--- config.mk ---
export PLATFORM = sky130hd
export DESIGN_NAME = rmst_ctrl
export DESIGN_NICKNAME = d
export VERILOG_FILES = /design/src/rtl/rmst_pkg.sv /design/src/rtl/rmst_ctrl.sv
export SDC_FILE = /design/constraint.sdc
export NUM_CORES = 1
export LEC_CHECK = 0
export ABC_AREA = 1
export ABC_CLOCK_PERIOD_IN_PS = 1300
export BUFFER_PORTS_ARGS = -buffer_cell sky130_fd_sc_hd__buf_4
export CAP_MARGIN = 30
export CORE_AREA = 2 2 39 41
export DETAILED_ROUTE_END_ITERATION = 16
export DIE_AREA = 0 0 41 43
export PLACE_DENSITY = 0.43
export SLEW_MARGIN = 20
export SYNTH_ARGS = -nofsm -noshare
export SYNTH_HDL_FRONTEND = slang
export SYNTH_SLANG_ARGS = --single-unit
--- constraint.sdc ---
create_clock -name clk -period 1.3 [get_ports clk]
set_clock_uncertainty 0.1 [all_clocks]
set_input_delay 0.13 -clock clk [delete_from_list [all_inputs] [get_ports clk]]
set_output_delay 0.13 -clock clk [all_outputs]
set_load 0.01 [all_outputs]
--- src/rtl/rmst_pkg.sv ---
// ----------------------------------------------------------------------------
// rmst_pkg: shared types and constants of the range minimum tree
// Value type, neutral element, controller states and the command and status
// groups that pass between the controller and the datapath.
// ----------------------------------------------------------------------------
`timescale 1ns / 1ps
`default_nettype none

package rmst_pkg;

  localparam int unsigned IDX_W = 10;
  localparam int unsigned VAL_W = 61;

  // Operation codes carried in the func field.
  localparam logic FUNC_UPDATE = 1'b0;
  localparam logic FUNC_QUERY  = 1'b1;

  typedef logic signed [VAL_W-1:0] rmst_val_t;

  // Neutral element of the minimum, held by every node after the clearing sweep that follows reset.
  localparam rmst_val_t NEUTRAL_MIN = 61'sd1000000000000000000;

  typedef enum logic [2:0] {
    ST_CLEAR,
    ST_IDLE,
    ST_UPD_LEVEL,
    ST_QRY_A,
    ST_QRY_B,
    ST_QRY_DONE
  } rmst_state_t;

  // Commands from the controller to the datapath.
  typedef struct packed {
    logic clr_step;
    logic upd_start;
    logic upd_level;
    logic qry_start;
    logic qry_a;
    logic qry_b;
    logic out_load;
  } rmst_cmd_t;

  // Status from the datapath to the controller.
  typedef struct packed {
    logic clr_done;
    logic in_query;
    logic upd_ok;
    logic upd_last;
    logic qry_more;
    logic out_free;
  } rmst_stat_t;

  function automatic rmst_val_t min_val(input rmst_val_t a, input rmst_val_t b);
    min_val = (a < b) ? a : b;
  endfunction

endpackage

`default_nettype wire

--- src/rtl/rmst_ctrl.sv ---
// ----------------------------------------------------------------------------
// rmst_ctrl: sequencer of the range minimum tree
// Runs the clearing sweep, the bottom-up update walk and the two-phase
// query walk, and issues one command group to the datapath each cycle.
// ----------------------------------------------------------------------------
`timescale 1ns / 1ps
`default_nettype none

module rmst_ctrl
  import rmst_pkg::*;
(
  input  wire logic       clk,
  input  wire logic       rst_n,
  input  wire logic       in_valid,
  output logic            in_ready,
  input  wire rmst_stat_t stat,
  output rmst_cmd_t       cmd
);

  rmst_state_t state_r;
  rmst_state_t state_nxt;
  logic        accept;

  assign in_ready = (state_r == ST_IDLE);
  assign accept   = in_valid && in_ready;

  // State register.
  always_ff @(posedge clk) begin
    if (!rst_n) begin
      state_r <= ST_CLEAR;
    end else begin
      state_r <= state_nxt;
    end
  end

  // Next state.
  always_comb begin
    state_nxt = state_r;
    unique case (state_r)
      ST_CLEAR: begin
        if (stat.clr_done) state_nxt = ST_IDLE;
      end
      ST_IDLE: begin
        if (accept) begin
          if (stat.in_query) begin
            state_nxt = ST_QRY_A;
          end else if (stat.upd_ok) begin
            state_nxt = ST_UPD_LEVEL;
          end
        end
      end
      ST_UPD_LEVEL: begin
        if (stat.upd_last) state_nxt = ST_IDLE;
      end
      ST_QRY_A: begin
        state_nxt = stat.qry_more ? ST_QRY_B : ST_QRY_DONE;
      end
      ST_QRY_B: begin
        state_nxt = ST_QRY_A;
      end
      ST_QRY_DONE: begin
        if (stat.out_free) state_nxt = ST_IDLE;
      end
      default: state_nxt = ST_CLEAR;
    endcase
  end

  // Commands to the datapath.
  always_comb begin
    cmd = '0;
    unique case (state_r)
      ST_CLEAR:     cmd.clr_step = 1'b1;
      ST_IDLE: begin
        if (accept) begin
          if (stat.in_query) begin
            cmd.qry_start = 1'b1;
          end else begin
            cmd.upd_start = stat.upd_ok;
          end
        end
      end
      ST_UPD_LEVEL: cmd.upd_level = 1'b1;
      ST_QRY_A:     cmd.qry_a = 1'b1;
      ST_QRY_B:     cmd.qry_b = 1'b1;
      ST_QRY_DONE:  cmd.out_load = stat.out_free;
      default:      cmd = '0;
    endcase
  end

endmodule

`default_nettype wire

==> run_results.csv, run 1 <==
group,metric,value,unit
floorplan,die_y,43,µm
synth,yosys-top-cells-area,"dfxtp_1, nor2_1, inv_1",
timing,whs,48.2,ps
placement,gp_congestion,0.682,
finish,reg_top3,"state_r x3",
finish,final_cells,88,
timing,tightestPinTransition,249,ps
timing,max_freq,799,MHz
placement,portBuffers,16,
finish,fill_cells,153,
synth,yosysTopAreaCell,"dfxtp_1",
floorplan,io_pins,17,
timing,setup_violations,0,
finish,nets,82,
route,ant_nets,0,
floorplan,rows,14,
timing,setup_tns,0,ps
floorplan,start_util,0.193,
synth,synth_top_area_frac,0.224,
clock_tree,cts_root_buf,"clkbuf_4",
route,vias,358,
setup_path,path_class,"flop to output port",
placement,placed_cells_incl_taps,82,
finish,drive_gt1_frac,0.472,
min_path,min_path_type,"input port to flop",
floorplan,coreArea,1380,µm²
finish,multi_input_area,174,µm²
route,drt_wl_total,729,µm
finish,max_flop_register,"state_r",
global_route,overflow,0,
synth,yosysSeqAreaShare,0.224,
timing,period_share,0.962,
clock_tree,ctsHoldBuffers,0,
clock_tree,clk_latency,230,ps
pwr,power.leakage,0.258,nW
floorplan,dieArea,1760,µm²
setup_path,cp.arrival,1020,ps
synth,yosys_warnings,0,
finish,n_antenna_cell,0,
timing,relSlewSlack,0.834,
route,drt_iter0_drc,5,
timing,fin_crit,1250,ps
synth,ys_types,14,
route,drt_drc_violations_left,0,
job,maxCapViolCount,0,
global_route,grt_pass1_vias,300,
outcome,status,"finished, final reports clean",
synth,synth_nets,59,
finish,largest_register_ffs,3,
synth,syn_area,268,µm²
placement,hpwlAfterDp,616,µm
global_route,grt_antenna_before_repair,0,
setup_path,worstPathMaxFanout,5,
global_route,grt_pass1_wl,1.05,mm
synth,syn_area_per_cell,5.36,µm²
setup_path,endpoint_kind,"output port",
finish,area_delta_synth_final,79.9,%
setup_path,crit_slowest_cell,"dfxtp_4",
timing,rsz0062_at_grt,"yes",
clock_tree,ctsLongestPathBuffers,2,
setup_path,cp_data_required_time,1070,ps
setup_path,max_stage_delay,350,ps
setup_path,crit_chain,"inv_4 > nand3_4 > nor3_2 > buf_4",
floorplan,die_x,41,µm
timing,hold_viol,0,
setup_path,cp-start-kind,"flop",
synth,netlist_instances,50,
clock_tree,cts_sinks,3,
timing,setup_ws,48.8,ps
clock_tree,clk_pin_slew,30,ps
clock_tree,cts_buffers,3,
route,wl_per_cell,8.28,µm
global_route,grt_max_degree,7,
timing,slew_violations,0,
clock_tree,h-tree-depth,1,
route,dr.pass1.iters,2,
finish,utilization,0.348,
pwr,ir_worst_vdd,0.370,mV
clock_tree,cts_tree,"built",
synth,synth_seq_cells,3,
placement,dp_slack,137,ps
route,vias_per_cell,4.07,
finish,seq_area,68.8,µm²
pwr,p_per_area,949,nW/µm²
global_route,gr-usage-all-layers,0.0873,
through the flow:
| stage | power (mW) | instance area (µm²) |
|---|---|---|
| 6_report | 0.457 | 482 |
| 5_1_grt | 0.498 | 482 |
| 4_1_cts | 0.438 | 440 |
| 3_5_place_dp | 0.270 | 408 |
| 3_3_place_gp | 0.273 | 408 |
| 2_1_floorplan | 0.205 | 268 |
path summary, 6_finish.rpt:
kind              cells past startpoint  slack, ps          to  startpoint
setup / recovery                      4         50      cmd[3]  state_r[1]
hold / removal                        3         50  state_r[2]       rst_n
hold reg to reg                       3        480  state_r[1]  state_r[1]
setup reg to reg                      7        150  state_r[0]  state_r[1]
worst max-delay path: cells and delay by family, from the launching register on:
kind | cells | cell delay (ps)
buffers and inverters | 2 | 220
AND/OR/NAND/NOR | 2 | 230
flip-flops | 1 | 350
synth_stat cells:
cell type  count
a21oi_1        3
a21oi_2        1
dfxtp_1        3
inv_1          9
inv_2          4
nand2_1        4
nand3_1        5
nand3_2        1
nand4_1        1
nor2_1        15
nor2_2         1
nor3_1         1
o21ai_0        1
o22ai_1        1
layer usage:
layer / vias up / GRT usage / part of all wire
met5: - / 0 / 0
met4: 0 / 0.0400 / 0
met3: 0 / 0.0314 / 0.093
met2: 11 / 0.141 / 0.49
met1: 149 / 0.0962 / 0.41
li1: 198 / - / -
power breakdown:
group | switching (mW) | total, mW | internal [mW]
sequential | 0.0152 | 0.119 | 0.103
combinational | 0.0898 | 0.179 | 0.0896
clock | 0.0443 | 0.159 | 0.115
total | 0.149 | 0.457 | 0.308
area by class of cell:
class / instances / area share
multi-input combinational: 34 / 0.361
timing repair buffer: 18 / 0.288
sequential: 3 / 0.143
inverter: 13 / 0.112
clock buffer: 4 / 0.0545
tap: 16 / 0.0416
timing repair:
action / in CTS / in global routing
gates resized for setup: 2 / 10
setup endpoints to repair: 1 / 7
pin swaps: 0 / 1
cloned: 0 / 0
buffers inserted: 0 / 2
kinds of logic after synthesis:
group / share of synthesized area
simple gates: 0.463
buf+inv: 0.182
flops: 0.224
compound gates: 0.131
placed cells by master, fill, tap and decap left out:
cell      synthesis  final
a21oi_1           3      3
clkbuf_1          0      1
a21oi_2           1      1
o22ai_1           1      1
inv_1             9      8
nand4_1           1      1
nand3_4           0      1
nand3_1           5      5
nor3_2            0      1
clkbuf_4          0      3
inv_2             4      3
nand2_1           4      4
nor2_2            1      2
buf_4             0     17
o21ai_0           1      1
inv_4             0      2
nor2_1           15     14
dfxtp_4           0      2
dfxtp_2           0      1
buf_6             0      1
(Power assumes the default switching activity.)
==> run 2, diff against run 1 <==
Settings changed: ABC_AREA 1 to unset, PLACE_DENSITY 0.43 to 0.42.
==> run_results.csv, run 2 <==
group,metric,value,unit
outcome,status,"finished with violations",
outcome,violations,"negative setup slack",
finish,multi_input_area,231,µm²
pwr,p_clk_frac,0.303,
global_route,use_met1,0.0990,
synth,syn_area,258,µm²
finish,reg_top3,"state_r x3",
setup_path,crit_family,"flip-flops",
global_route,grt_pass1_vias,315,
global_route,grt_max_degree,8,
setup_path,cpMostUsedCell,"buf_6",
finish,final_cells,79,
global_route,top_usage_layer,"met2",
global_route,grt_antenna_before_repair,0,
setup_path,worstPathMaxFanout,4,
pwr,p_sw,0.157,mW
route,wl_per_cell,9.65,µm
synth,ys_types,20,
synth,yosys_warnings,0,
synth,netlist_instances,33,
route,drt_wl_total,762,µm
synth,syn_area_per_cell,7.81,µm²
setup_path,critical_path_cell_count,4,
setup_path,cp-start-kind,"flop",
clock_tree,clk_pin_slew,30,ps
route,drt_drc_violations_left,0,
setup_path,timing.critical_path.buf_inv,3,
synth,synth_nets,42,
global_route,met3_usage,0.0157,
placement,portBuffers,16,
finish,n_antenna_cell,0,
pwr,p_seq_frac,0.228,
floorplan,die_y,43,µm
pwr,switching_share,0.303,
route,dr.pass1.iters,2,
clock_tree,cts_sinks,3,
clock_tree,h-tree-depth,1,
setup_path,worstRegToRegCells,5,
setup_path,path_class,"flop to output port",
route,ant_nets,0,
finish,final_cell_mix,"buf_4, buf_6, nor2_1, nand2_1, clkbuf_4",
placement,gp_congestion,0.702,
finish,seq_area,68.8,µm²
min_path,min_path_type,"input port to flop",
global_route,overflow,0,
finish,area_delta_synth_final,126,%
clock_tree,cts_root_buf,"clkbuf_4",
pwr,p_comb_frac,0.469,
setup_path,cp_data_required_time,1070,ps
finish,drive_gt1_frac,0.714,
timing,relSlewSlack,0.814,
timing,setup_violations,4,
finish,fill_cells,156,
setup_path,max_stage_delay,360,ps
clock_tree,cts_buffers,3,
pwr,ir_worst_vdd,0.504,mV
route,vias,347,
floorplan,rows,14,
timing,max_freq,755,MHz
timing,hold_viol,0,
timing,period_share,1.02,
route,drt_iter0_drc,4,
setup_path,rrSetupSlack,-20,ps
timing,tightestPinTransition,279,ps
synth,synthFlopType,"dfxtp_1",
global_route,grt_pass1_wl,1.13,mm
setup_path,cp.arrival,1100,ps
synth,yosys-top-cells-area,"dfxtp_1, buf_6, nand2_1",
synth,synth_seq_cells,3,
synth,ys_async_sr_fraction,0,
setup_path,crit_end,"cmd[2]",
job,maxCapViolCount,0,
finish,largest_register_ffs,3,
setup_path,crit_chain,"inv_4 > buf_6 > nor3b_4 > buf_6",
clock_tree,ctsHoldBuffers,0,
pwr,internal-power,0.362,mW
placement,dp_slack,6.62,ps
clock_tree,cts_tree,"built",
setup_path,rr_startpoint,"state_r[1]",
setup_path,worstReg2RegEnd,"state_r[1]",
timing,slew_violations,0,
timing,rsz0062_at_grt,"yes",
route,vias_per_cell,4.39,
synth,yosysSeqAreaShare,0.233,
synth,synth_edf_count,0,
finish,max_flop_register,"state_r",
global_route,gr-usage-all-layers,0.0942,
timing,setup_ws,-25.3,ps
synth,yosysTopAreaCell,"dfxtp_1",
pwr,p_per_area,892,nW/µm²
floorplan,dieArea,1760,µm²
setup_path,endpoint_kind,"output port",
synth,synth_top_area_frac,0.233,
floorplan,start_util,0.186,
setup_path,crit_slowest_cell,"dfxtp_4",
synth,synth.cells.most_frequent,"nand2_1, nor2_1, dfxtp_1",
global_route,use_met2,0.159,
floorplan,die_x,41,µm
floorplan,coreArea,1380,µm²
finish,nets,73,
floorplan,io_pins,17,
clock_tree,ctsLongestPathBuffers,2,
clock_tree,clk_latency,230,ps
pwr,power.leakage,0.262,nW
placement,placed_cells_incl_taps,71,
setup_path,crit_start,"state_r[1]",
placement,hpwlAfterDp,607,µm
finish,layout_commonest_cell,"buf_4",
timing,fin_crit,1330,ps
==> run 2: cell types whose count changed after synthesis, moves of 2 or more <==
cell | previous run | this run
buf_6 | 0 | 2
inv_1 | 9 | 1
inv_2 | 4 | 1
nand3_1 | 5 | 0
nor2_1 | 15 | 5
==> run 2: worst min path at each step <==
stage | endpoint | startpoint | depth (start not counted)
final | state_r[1] | rst_n | 2
after floorplan | state_r[0] | rst_n | 2
after global routing | state_r[1] | rst_n | 2
after detailed placement | state_r[1] | rst_n | 2
after CTS | state_r[1] | rst_n | 2
after global placement | state_r[1] | rst_n | 2
==> run 2: metrics by stage <==
step                cell area [µm²]  TNS [ps]  hold slack, ps  utilization  total power [mW]
floorplan                       258         0             146            -             0.208
global placement                435         0             255        0.315             0.301
detailed placement              435         0             262        0.315             0.299
CTS                             524      -228            18.2        0.379             0.502
global route                    582      -368            40.3        0.420             0.558
finish                          582     -79.8            25.1        0.420             0.519
==> run 2: cell type report <==
cell class	instances	area share
Multi-Input combinational cell	26	0.398
Inverter	2	0.0172
Clock buffer	4	0.0452
Timing Repair Buffer	28	0.387
Sequential cell	3	0.118
Tap cell	16	0.0344
==> run 2: power groups by stage <==
stage	clock [mW]	sequential, mW	combinational [mW]
3_5_place_dp	0	0.118	0.181
3_3_place_gp	0	0.118	0.183
6_report	0.157	0.118	0.243
4_1_cts	0.168	0.115	0.219
5_1_grt	0.173	0.120	0.265
2_1_floorplan	0	0.113	0.0947
==> run 2: cell families (layout without fill, tap and decap cells) <==
group | after synthesis | after routing | synth area share
buffers and inverters | 4 | 34 | 0.116
AO/OA/AOI/OAI | 6 | 6 | 0.160
AND/OR/NAND/NOR | 19 | 19 | 0.451
multiplexers | 1 | 1 | 0.0388
flip-flops | 3 | 3 | 0.233
==> run 2: timing repair <==
action / in CTS / in global routing
setup endpoints to repair: 8 / 9
cloned: 0 / 0
buffers inserted: 2 / 2
pin swaps: 4 / 4
resized for setup: 12 / 11
==> run 2: routing by layer <==
metal | up-vias | wire length (µm)
met5 | - | 0
met4 | 0 | 0
met3 | 0 | 79
met2 | 13 | 400
met1 | 157 | 282
li1 | 177 | -
